[config.mk]
export PLATFORM = sky130hd
export DESIGN_NAME = hot_standby_failover_controller
export DESIGN_NICKNAME = d
export VERILOG_FILES = /design/src/hsfo_pkg.sv /design/src/hsfo_cfg.sv /design/src/hsfo_core.sv /design/src/hot_standby_failover_controller.sv
export SDC_FILE = /design/constraint.sdc
export NUM_CORES = 1
export LEC_CHECK = 0
export BUFFER_PORTS_ARGS = -buffer_cell sky130_fd_sc_hd__buf_2
export CAP_MARGIN = 0
export CORE_ASPECT_RATIO = 0.6
export CORE_MARGIN = 5
export CORE_UTILIZATION = 50
export DETAILED_ROUTE_END_ITERATION = 10
export PLACE_DENSITY = 0.64
export SETUP_SLACK_MARGIN = 0.05
export SYNTH_ARGS = -nofsm -noshare
export SYNTH_HDL_FRONTEND = slang
export SYNTH_HIERARCHICAL = 1
export SYNTH_SLANG_ARGS = --single-unit
[constraint.sdc]
create_clock -name clk -period 14.4 [get_ports clk]
set_input_delay 4.32 -clock clk [delete_from_list [all_inputs] [get_ports clk]]
set_output_delay 4.32 -clock clk [all_outputs]
set_load 0.02 [all_outputs]
[src/hsfo_pkg.sv]
// hsfo_pkg: shared types and codes for the hot standby failover controller.
// No dependencies; imported by every module of the block.
`timescale 1ns / 1ps

package hsfo_pkg;

    // Counter width: counts saturate at threshold + 1 (at most 256)
    localparam int CNT_W     = 9;
    localparam int THR_W     = 8;
    localparam int CFG_IDX_W = 1;
    localparam int CFG_DAT_W = 8;

    // Event function codes
    localparam logic [1:0] FUNC_HEARTBEAT  = 2'd0;
    localparam logic [1:0] FUNC_SWITCH     = 2'd1;
    localparam logic [1:0] FUNC_PERIOD_END = 2'd2;

    // Control codes
    localparam logic [1:0] CODE_NONE    = 2'd0;
    localparam logic [1:0] CODE_ACTIVE  = 2'd1;
    localparam logic [1:0] CODE_STANDBY = 2'd2;
    localparam logic [1:0] CODE_ACK     = 2'd3;

    // Configuration register indexes
    localparam logic [CFG_IDX_W-1:0] REG_MISS_THRESHOLD  = 1'd0;
    localparam logic [CFG_IDX_W-1:0] REG_NODE_IS_PRIMARY = 1'd1;

    typedef struct packed {
        logic [1:0] func;
        logic [1:0] ctrl_code;
        logic       peer_active;
    } hsfo_evt_t;

    typedef struct packed {
        logic       node_active;
        logic [1:0] send_ctrl;
    } hsfo_res_t;

    typedef struct packed {
        logic [THR_W-1:0] miss_threshold;
        logic             node_is_primary;
    } hsfo_cfg_t;

    typedef struct packed {
        logic             role_active;
        logic [1:0]       pending_command;
        logic [1:0]       queued_send;
        logic [CNT_W-1:0] miss_count;
        logic [CNT_W-1:0] command_age;
        logic             heard_from_peer;
    } hsfo_state_t;

endpackage

[src/hsfo_cfg.sv]
// hsfo_cfg: configuration register file (miss threshold, primary flag).
// Depends on hsfo_pkg.
`timescale 1ns / 1ps

module hsfo_cfg
    import hsfo_pkg::*;
(
    input  logic                 clk,
    input  logic                 rst_n,
    input  logic                 cfg_valid,
    output logic                 cfg_ready,
    input  logic [CFG_IDX_W-1:0] cfg_index,
    input  logic [CFG_DAT_W-1:0] cfg_data,
    output hsfo_cfg_t            cfg
);

    hsfo_cfg_t cfg_reg;

    // Writes are taken whenever valid, so the port never pushes back
    assign cfg_ready = 1'b1;
    assign cfg       = cfg_reg;

    always_ff @(posedge clk or negedge rst_n)
    begin
        if (!rst_n)
        begin
            cfg_reg <= '0;
        end
        else if (cfg_valid)
        begin
            unique case (cfg_index)
                REG_MISS_THRESHOLD:  cfg_reg.miss_threshold  <= cfg_data[THR_W-1:0];
                REG_NODE_IS_PRIMARY: cfg_reg.node_is_primary <= cfg_data[0];
            endcase
        end
    end

endmodule

[src/hsfo_core.sv]
// hsfo_core: next-state and result logic for one event.
// Depends on hsfo_pkg; purely combinational.
`timescale 1ns / 1ps

module hsfo_core
    import hsfo_pkg::*;
(
    input  hsfo_state_t state,
    input  hsfo_cfg_t   cfg,
    input  hsfo_evt_t   evt,
    output hsfo_state_t state_next,
    output logic        res_vld,
    output hsfo_res_t   res
);

    // Saturating count: stop at threshold + 1
    function automatic logic [CNT_W-1:0] count_up(input logic [CNT_W-1:0] cnt,
                                                  input logic [THR_W-1:0] thr);
        logic [CNT_W-1:0] lim;
        logic [CNT_W:0]   n;
        lim = {1'b0, thr} + CNT_W'(1);
        n   = {1'b0, cnt} + (CNT_W+1)'(1);
        return (n > {1'b0, lim}) ? lim : n[CNT_W-1:0];
    endfunction

    logic [1:0]       resend;
    logic [CNT_W-1:0] thr_ext;

    assign resend  = (state.pending_command == CODE_ACTIVE) ? CODE_STANDBY : CODE_ACTIVE;
    assign thr_ext = {1'b0, cfg.miss_threshold};

    always_comb
    begin
        state_next = state;
        res_vld    = 1'b0;
        res        = '0;
        case (evt.func)
            FUNC_SWITCH:
            begin
                if (evt.ctrl_code == CODE_ACTIVE && !state.role_active)
                begin
                    state_next.pending_command = CODE_ACTIVE;
                    state_next.queued_send     = CODE_STANDBY;
                end
                else if (evt.ctrl_code == CODE_STANDBY && state.role_active)
                begin
                    state_next.role_active     = 1'b0;
                    state_next.pending_command = CODE_STANDBY;
                    state_next.queued_send     = CODE_ACTIVE;
                end
                if (evt.ctrl_code != CODE_NONE)
                    state_next.command_age = '0;
            end
            FUNC_HEARTBEAT:
            begin
                state_next.miss_count      = '0;
                state_next.heard_from_peer = 1'b1;
                case (evt.ctrl_code)
                    CODE_ACK:
                    begin
                        if (state.pending_command == CODE_ACTIVE)
                            state_next.role_active = 1'b1;
                        state_next.pending_command = CODE_NONE;
                        state_next.queued_send     = CODE_NONE;
                        state_next.command_age     = '0;
                    end
                    CODE_ACTIVE, CODE_STANDBY:
                    begin
                        state_next.role_active = (evt.ctrl_code == CODE_ACTIVE);
                        state_next.queued_send = CODE_ACK;
                    end
                    default:
                    begin
                        // No code: resolve a role conflict, or repeat the command
                        if (state.pending_command == CODE_NONE)
                        begin
                            if (evt.peer_active == state.role_active)
                                state_next.role_active = cfg.node_is_primary;
                        end
                        else
                        begin
                            state_next.queued_send = resend;
                        end
                    end
                endcase
            end
            FUNC_PERIOD_END:
            begin
                if (!state.heard_from_peer)
                begin
                    state_next.miss_count = count_up(state.miss_count, cfg.miss_threshold);
                    if (state_next.miss_count > thr_ext)
                        state_next.role_active = 1'b1;
                    if (state.pending_command != CODE_NONE)
                    begin
                        state_next.command_age = count_up(state.command_age,
                                                          cfg.miss_threshold);
                        if (state_next.command_age > thr_ext)
                        begin
                            state_next.pending_command = CODE_NONE;
                            state_next.role_active     = 1'b1;
                        end
                        else
                        begin
                            state_next.queued_send = resend;
                        end
                    end
                end
                res_vld         = 1'b1;
                res.node_active = state_next.role_active;
                res.send_ctrl   = state_next.queued_send;
                state_next.queued_send     = CODE_NONE;
                state_next.heard_from_peer = 1'b0;
            end
            default:
            begin
                // Unused function code: drop the event
            end
        endcase
    end

endmodule

[src/hot_standby_failover_controller.sv]
// Hot standby failover controller: one node of a redundant pair.
// A period-end transaction is registered in the event register at acceptance; its result
// is then registered in the result register, from which it can be taken.
// Throughput: one event transaction per clock; the event register stalls only while
// a result is held by a stalled result register and the registered event makes one too.
// Reset (rst_n, async, active low): standby role, no command, counters and config zero.
`timescale 1ns / 1ps

module hot_standby_failover_controller
    import hsfo_pkg::*;
(
    input  logic                 clk,
    input  logic                 rst_n,
    // event channel
    input  logic                 evt_valid,
    output logic                 evt_stall,
    input  hsfo_evt_t            evt,
    // result channel
    output logic                 res_valid,
    input  logic                 res_stall,
    output hsfo_res_t            res,
    // configuration write channel
    input  logic                 cfg_valid,
    output logic                 cfg_ready,
    input  logic [CFG_IDX_W-1:0] cfg_index,
    input  logic [CFG_DAT_W-1:0] cfg_data
);

    hsfo_cfg_t   cfg;
    hsfo_state_t state_reg;
    hsfo_state_t state_next;
    hsfo_evt_t   evt_reg;
    logic        evt_vld_reg;
    hsfo_res_t   res_reg;
    logic        res_vld_reg;
    logic        core_res_vld;
    hsfo_res_t   core_res;
    logic        proceed;
    logic        do_step;

    hsfo_cfg u_cfg (
        .clk       (clk),
        .rst_n     (rst_n),
        .cfg_valid (cfg_valid),
        .cfg_ready (cfg_ready),
        .cfg_index (cfg_index),
        .cfg_data  (cfg_data),
        .cfg       (cfg)
    );

    hsfo_core u_core (
        .state      (state_reg),
        .cfg        (cfg),
        .evt        (evt_reg),
        .state_next (state_next),
        .res_vld    (core_res_vld),
        .res        (core_res)
    );

    // The registered event may retire when it makes no result, or when the
    // result register is empty or being drained this cycle.
    assign proceed   = !res_vld_reg || !res_stall || !core_res_vld;
    assign do_step   = evt_vld_reg && proceed;
    assign evt_stall = evt_vld_reg && !proceed;

    // Event register: load a new transaction whenever the held one moves on
    always_ff @(posedge clk or negedge rst_n)
    begin
        if (!rst_n)
            evt_vld_reg <= 1'b0;
        else if (!evt_stall)
            evt_vld_reg <= evt_valid;
    end

    always_ff @(posedge clk)
    begin
        if (!evt_stall)
            evt_reg <= evt;
    end

    // Node state: advance once per retired event
    always_ff @(posedge clk or negedge rst_n)
    begin
        if (!rst_n)
            state_reg <= '0;
        else if (do_step)
            state_reg <= state_next;
    end

    // Result register: fill on a period end, drop once taken
    always_ff @(posedge clk or negedge rst_n)
    begin
        if (!rst_n)
            res_vld_reg <= 1'b0;
        else if (do_step && core_res_vld)
            res_vld_reg <= 1'b1;
        else if (!res_stall)
            res_vld_reg <= 1'b0;
    end

    always_ff @(posedge clk)
    begin
        if (do_step && core_res_vld)
            res_reg <= core_res;
    end

    assign res_valid = res_vld_reg;
    assign res       = res_reg;

endmodule

* Word-level counts from Yosys, hierarchy flattened
Index checks and enable logic that the tools add are counted.
** Word-level totals
- Register bits :: 43
- Bits of input ports :: 19
** Cells by class
- Add/sub/neg operators :: 3
- Magnitude comparators :: 4
- Equality and inequality tests :: 20
- Multiplexer cells :: 28
- Bitwise logic cells :: 1
- Reductions and logical operators :: 27
** Operators by type and width (number)
- $mux W9 :: 5
- $pmux W9 S3 :: 1
- $mux W23 :: 1
- $add A9 B1 Y10 const B :: 2
- $gt A10 B9 Y1 :: 2
- $gt A9 B8 Y1 :: 2
- $pmux W9 S2 :: 1
- $pmux W5 S3 :: 1
- $reduce_and A7 Y1 :: 2
- $mux W5 :: 2
- $ne A2 B1 Y1 const B :: 5
- $add A8 B1 Y9 const B :: 1
- $mux W1 :: 8
- $mux W2 :: 4
- $ne A4 B3 Y1 const B :: 2
- $eq A2 B1 Y1 const B :: 3
- $eq A2 B2 Y1 const B :: 3
- $ne A2 B2 Y1 const B :: 3
- $reduce_and A2 Y1 :: 3
- $reduce_and A6 Y1 :: 1
- $reduce_bool A2 Y1 :: 3
- $logic_and A1 B1 Y1 :: 5
- $logic_not A1 Y1 :: 5
- $logic_not A2 Y1 :: 2
- 14 further kinds :: 16

* Logic depth before layout (Yosys ltp)
Gate-level depths: netlist (run 1).
- Word-level depth :: 9
- Depth in mapped cells :: 25

* Cells and area by module
Netlist (run 1), hierarchy kept.
** Modules (own cells, without submodules)
- hsfo_core :: times used 1, cells an instance 305, area an instance 2190.9 um^2
- hot_standby_failover_controller :: times used 1, cells an instance 155, area an instance 1727.9 um^2
- hsfo_cfg :: times used 1, cells an instance 23, area an instance 396.6 um^2

* Least setup slack after synthesis (run 1)
OpenSTA, ideal clock, no wires.
- Path type :: in2out
- From :: input port res_stall
- To :: output port evt_stall
- Arrival time :: 4947 ps
- Required time :: 10080 ps
- Setup slack :: 5133 ps
- Cell stages on the path :: 3
- Buffers on the path :: 1
- Cells stage by stage :: buf_2 nand4_1 inv_1
** Between the ends
- Longest elaborated chain between the ends :: 5
** RTL lines
- from (decl) :: RTL line hot_standby_failover_controller.sv:20 : input logic res_stall,
- $logic_not A1 Y1
- $logic_or A1 B1 Y1 (2 in a row) :: RTL line hot_standby_failover_controller.sv:62 : assign proceed = !res_vld_reg || !res_stall || !core_res_vld;
- $logic_not A1 Y1 :: RTL line hot_standby_failover_controller.sv:64 : assign evt_stall = evt_vld_reg && !proceed;
- $logic_and A1 B1 Y1 :: RTL line hot_standby_failover_controller.sv:64
- to (decl) :: RTL line hot_standby_failover_controller.sv:16 : output logic evt_stall,
No other way between the ends.

* Final worst setup path (run 1)
Same ends and word-level chain as after synthesis.

==> impl_metrics.py, run 1 <==
metrics = {
    "outcome": {
        "status": "complete, no violations",
    },
    "final_layout": {
        "largest_reg_flops": 24,
        "area_growth_pct": 6.959,
        "num-nets-final": 546,
        "drive_gt1_share_pct": 16.26,
        "design_area_sq_um": 4616,
        "diodes": 0,
        "fillCellCount": 797,
    },
    "timing": {
        "hold_violations": 0,
        "fin_crit_sh_pct": 67.84,
        "period_needed_ns": 9.769,
        "drv_slew": 0,
        "rsz0062_at_grt": "false",
        "relSlewSlack_pct": 33.01,
        "fin_tns_setup_ns": 0,
        "tightest_slew_ns": 0.9976,
        "fmaxAchievable_mhz": 102.4,
        "finClkSkew_ns": 0.007394,
        "setup_violations": 0,
    },
    "critical_path": {
        "crit_fanout": 28,
        "reg2reg_depth": 20,
        "startpoint_type": "primary input",
        "crit_arrival_ns": 5.45,
        "path_class": "primary input to primary output",
        "endpoint_kind": "primary output",
        "required_ns": 10.08,
        "r2r_setup_slack_ns": 8.84,
    },
    "worst_hold_path": {
        "hold_depth": 1,
        "holdCritPathClass": "flip-flop to flip-flop",
    },
    "global_route": {
        "grt_overflow": 0,
        "grt_pass1_vias": 3563,
        "grt_usage_pct": 22.37,
        "antenna_found_initial": 0,
        "grt_pass1_wl_um": 18630,
        "grt_max_degree": 51,
    },
    "floorplanning": {
        "coreArea_sq_um": 8458,
        "rows": 26,
        "die_area_sq_um": 10650,
        "die_y_um": 81.96,
        "io_pins": 25,
        "start_util_pct": 51.02,
        "die_x_um": 129.9,
    },
    "routing": {
        "via_per_inst": 6.376,
        "wirelength_um": 11530,
        "drcViolationCount": 0,
        "route.antenna.remaining_nets": 0,
        "dr.pass1.iters": 6,
        "drtIter0Drc": 309,
        "avgRoutedWirePerCell_um": 19.08,
        "vias": 3851,
    },
    "yosys": {
        "synth_top_flop_cell": "dfrtp_1",
        "netlist_area_sq_um": 4315,
        "synth_seq_area_share_pct": 25.86,
        "yosysTopAreaCell": "dfrtp_1",
        "synth_top_area_share_pct": 20.30,
        "syn_area_per_cell_sq_um": 8.935,
        "netlist_top_cells_area": "dfrtp_1, ha_1, o211ai_2",
        "yosys_warnings": 6,
        "syn_nets": 538,
        "async_flop_share_pct": 81.40,
        "synth_edf_count": 8,
        "syn-instance-count": 483,
        "ys_ff_latch": 43,
        "synth.distinct_cells": 65,
    },
    "placement": {
        "hpwl_um": 8470,
        "place_congestion": 0.8753,
        "dpl-instance-area_sq_um": 4427,
        "portBuffers": 23,
    },
    "clocking": {
        "cts_tree": "done",
        "post_cts_buffers": 0,
        "cts_resized": 0,
        "clk-insertion-delay-late_ns": 0.29,
        "numCtsBuffers": 5,
        "h-tree-depth": 2,
        "ctsHoldBuffers": 0,
        "clock-sinks": 43,
        "clock_path_buffers": 2,
        "clk_pin_slew_ns": 0.07,
        "root_buffer": "clkbuf_16",
    },
    "job": {
        "cap_violations": 0,
    },
    "power_and_ir_drop": {
        "ir_drop_mv": 0.06049,
        "p_per_area_nw_per_um2": 136.8,
        "p_leak_nw": 2.086,
    },
}
[worst max-delay path, stage by stage]
cell	delay (ns)
buf_2	0.41
nand4_1	0.42
inv_1	0.12
buf_2	0.17
[per-layer routing]
metal	vias to the layer above	wire length, um	GRT usage (%)	part of all wire [%]
met2	127	4695	32.17	41
li1	1833	-	-	-
met1	1880	5938	34.24	52
met3	11	809	4.094	7.0
met5	-	0	0	0
met4	0	83	5.394	0.72
[synth_stat cells, types with 4 or more instances]
cell type,number
clkbuf_1,14
nand2b_1,29
buf_6,6
ha_1,36
and3_1,7
o211ai_1,6
o21ai_0,13
nand2_1,48
nor2_1,13
a22o_1,15
a21o_1,4
dfrtp_1,35
o211ai_2,20
nand4_1,32
mux2i_1,7
edfxtp_1,8
mux2_4,10
xor2_1,5
nor3_1,11
nand3_1,16
mux2_2,4
a21oi_1,28
inv_1,29
a211oi_1,4
buf_2,5
xnor2_1,17
[power breakdown]
part / internal (mW) / switching, mW / leakage, nW
clock network: 0.0996 / 0.0517 / 0.0911
logic: 0.127 / 0.166 / 1.46
registers: 0.144 / 0.0437 / 0.534
total: 0.370 / 0.261 / 2.09
[layout by cell type (no fill, tap or decap), types with 17 or more instances in the layout]
| master | n |
|---|---|
| nand2b_1 | 29 |
| ha_1 | 36 |
| buf_2 | 23 |
| nand2_1 | 48 |
| inv_1 | 29 |
| dfrtp_1 | 35 |
| nand4_1 | 32 |
| o211ai_2 | 20 |
| a21oi_1 | 28 |
| xnor2_1 | 17 |
[cell families after synthesis]
family                   synth area share [%]
AND/OR/NAND/NOR                         21.77
AO/OA/AOI/OAI                           23.83
buffers and inverters                   7.074
flip-flops                              25.86
adder cells (fa/ha/maj)                 10.44
XOR/XNOR                                4.465
multiplexers                            6.465
other                                 0.08690
[cell type report]
class	instances	area, sq um	area share [%]
multi-input combinational	382	2894	62.70
timing repair buffer	30	167.7	3.632
sequential	43	1116	24.18
inverter	29	108.9	2.358
tap	112	140.1	3.036
clock inverter	2	60.06	1.301
clock buffer	6	128.9	2.792
[worst paths after layout]
kind	end	from
max	evt_stall	res_stall
min	u_cfg/cfg[7]	u_cfg/cfg[7]
max reg2reg	res[2]	u_cfg/cfg[4]
min reg2reg	u_cfg/cfg[7]	u_cfg/cfg[7]
max in group asynchronous	state_reg[9]	rst_n
min in group asynchronous	u_cfg/cfg[0]	rst_n
[stage by stage]
step	hold WS (ns)	power, mW	std cells	setup slack, ns	util [%]
floorplan	0.4935	0.3992	483	5.133	-
global placement	0.5284	0.4651	596	4.667	52.34
detailed placement	0.5245	0.4743	596	4.632	52.34
CTS	0.5454	0.6274	604	4.624	54.57
global route	0.5744	0.6717	604	4.484	54.57
finish	0.5455	0.6315	604	4.631	54.57
(Power assumes the default switching activity.)
==> inputs of run 2 (changes only) <==
--- a/config.mk
+++ b/config.mk
@@ -11,7 +11,7 @@
 export CORE_MARGIN = 5
 export CORE_UTILIZATION = 50
 export DETAILED_ROUTE_END_ITERATION = 10
-export PLACE_DENSITY = 0.64
+export PLACE_DENSITY = 0.67
 export SETUP_SLACK_MARGIN = 0.05
 export SYNTH_ARGS = -nofsm -noshare
 export SYNTH_HDL_FRONTEND = slang
==> constraint.sdc (replaced) <==
create_clock -name clk -period 8.25 [get_ports clk]
set_input_delay 2.475 -clock clk [delete_from_list [all_inputs] [get_ports clk]]
set_output_delay 2.475 -clock clk [all_outputs]
set_load 0.02 [all_outputs]
==> run 2 against run 1 <==
Cell area fell by 0.16%; final cell count shrank 0.17%; critical path type unchanged; critical path depth is the same; clock skew is 0.0010 ns lower; via count is 1.4% higher; largest cell class unchanged; clock-buffer cell count unchanged; combinational power up 77%; non-clock buffer count shrank 1; sequential cell count unchanged; utilization shrank 0.089 points.
==> impl_metrics.py, run 2 (synthesized netlist as in run 1, its figures left out) <==
metrics = {
    "floorplanning": {
        "coreArea_sq_um": 8458,
        "rows": 26,
        "die_area_sq_um": 10650,
        "die_y_um": 81.96,
        "start_util_pct": 51.02,
        "io_pins": 25,
        "die_x_um": 129.9,
    },
    "final_layout": {
        "largest_reg_flops": 24,
        "multiInputGateArea_sq_um": 2894,
        "fin_cells": 603,
        "num-nets-final": 545,
        "diodes": 0,
        "regArea_sq_um": 1116,
        "layout_commonest_cell": "nand2_1",
        "fillCellCount": 775,
        "area_growth_pct": 6.785,
        "drive_gt1_share_pct": 16.09,
        "final_cell_mix": "nand2_1, ha_1, dfrtp_1, nand4_1",
    },
    "timing": {
        "finClkSkew_ns": 0.006393,
        "rsz0062_at_grt": "false",
        "fmaxAchievable_mhz": 163.8,
        "period_needed_ns": 6.105,
        "setup_ws_ns": 2.145,
        "relSlewSlack_pct": 17.68,
        "tightest_slew_ns": 1.225,
        "hold_ws_ns": 0.5487,
        "fin_tns_setup_ns": 0,
        "setup_violations": 0,
        "hold_violations": 0,
        "drv_slew": 0,
        "fin_crit_sh_pct": 74.00,
    },
    "critical_path": {
        "endpoint_kind": "primary output",
        "crit_arrival_ns": 3.63,
        "crit_end": "evt_stall",
        "startpoint_type": "primary input",
        "r2r_setup_slack_ns": 2.29,
        "reg2reg_depth": 19,
        "crit_fanout": 28,
        "r2r_end": "res[2]",
        "required_ns": 5.78,
        "reg2reg_from": "u_cfg/cfg[4]",
        "path_class": "primary input to primary output",
        "crit_start": "res_stall",
    },
    "clocking": {
        "root_buffer": "clkbuf_16",
        "numCtsBuffers": 5,
        "clock-sinks": 43,
        "clk-insertion-delay-late_ns": 0.29,
        "ctsHoldBuffers": 0,
        "clock_path_buffers": 2,
        "cts_resized": 0,
        "cts_tree": "done",
        "clk_pin_slew_ns": 0.06,
        "post_cts_buffers": 0,
        "h-tree-depth": 2,
    },
    "outcome": {
        "status": "complete, no violations",
    },
    "power_and_ir_drop": {
        "totalPowerFinal_mw": 1.104,
        "p_sw_share_pct": 41.35,
        "comb_power_share_pct": 46.9,
        "power_switching_mw": 0.4564,
        "p_int_mw": 0.6473,
        "ir_drop_mv": 0.1072,
        "p_leak_nw": 2.080,
        "p_clk_share_pct": 23.5,
        "p_seq_share_pct": 29.5,
        "p_per_area_nw_per_um2": 239.5,
    },
    "global_route": {
        "grt_pass1_wl_um": 18300,
        "grt_overflow": 0,
        "grt_max_degree": 51,
        "antenna_found_initial": 0,
        "grt_pass1_vias": 3532,
        "grt_usage_pct": 22.13,
    },
    "placement": {
        "pre_cts_ws_ns": 2.149,
        "dpl.cell_count": 595,
        "portBuffers": 23,
        "place_congestion": 0.9324,
        "hpwl_um": 8649,
    },
    "routing": {
        "via_per_inst": 6.473,
        "drtIter0Drc": 469,
        "vias": 3903,
        "avgRoutedWirePerCell_um": 19.41,
        "wirelength_um": 11710,
        "route.antenna.remaining_nets": 0,
        "dr.pass1.iters": 5,
        "drcViolationCount": 0,
    },
    "job": {
        "cap_violations": 0,
    },
    "worst_hold_path": {
        "holdCritPathClass": "flip-flop to flip-flop",
    },
}
## run 2: area by class of cell
cell class	instances	area share [%]
multi-input cells	382	62.80
flip-flops and latches	43	24.22
repair buffers	29	3.475
well taps	112	3.041
clock buffers	6	2.797
inverters	29	2.362
clock inverters	2	1.303
## run 2: power groups by stage
stage | clock [mW] | combinational (mW) | sequential [mW]
2_1_floorplan | 0 | 0.395 | 0.302
3_3_place_gp | 0 | 0.484 | 0.324
3_5_place_dp | 0 | 0.502 | 0.327
4_1_cts | 0.264 | 0.505 | 0.323
5_1_grt | 0.274 | 0.564 | 0.333
6_report | 0.260 | 0.518 | 0.326
## run 2: worst max-delay path, stage by stage
cell and delay (ns):
buf_2 0.43, nand4_1 0.43, inv_1 0.12, buf_2 0.17
## run 2: through the flow
stage,util [%],instance area [sq um]
after CTS,54.48,4608
final,54.48,4608
after global placement,52.25,4419
after floorplan,-,4315
after detailed placement,52.25,4419
after global routing,54.48,4608
## run 2: routing by layer
layer | up-vias | track usage (%) | routed length (um)
li1 | 1823 | - | -
met1 | 1894 | 33.60 | 5718
met2 | 167 | 31.29 | 4790
met3 | 19 | 4.224 | 1005
met4 | 0 | 6.846 | 191
met5 | - | 0 | 0
## run 2: worst min-delay path by stage
stage	start	endpoint	slack, ns	cells after the start
floorplan	state_reg[0]	state_reg[0]	0.49	2
finish	u_cfg/cfg[7]	u_cfg/cfg[7]	0.55	1
detailed placement	u_cfg/cfg[7]	u_cfg/cfg[7]	0.52	1
global placement	u_cfg/cfg[7]	u_cfg/cfg[7]	0.53	1
CTS	u_cfg/cfg[7]	u_cfg/cfg[7]	0.55	1
global route	u_cfg/cfg[7]	u_cfg/cfg[7]	0.57	1
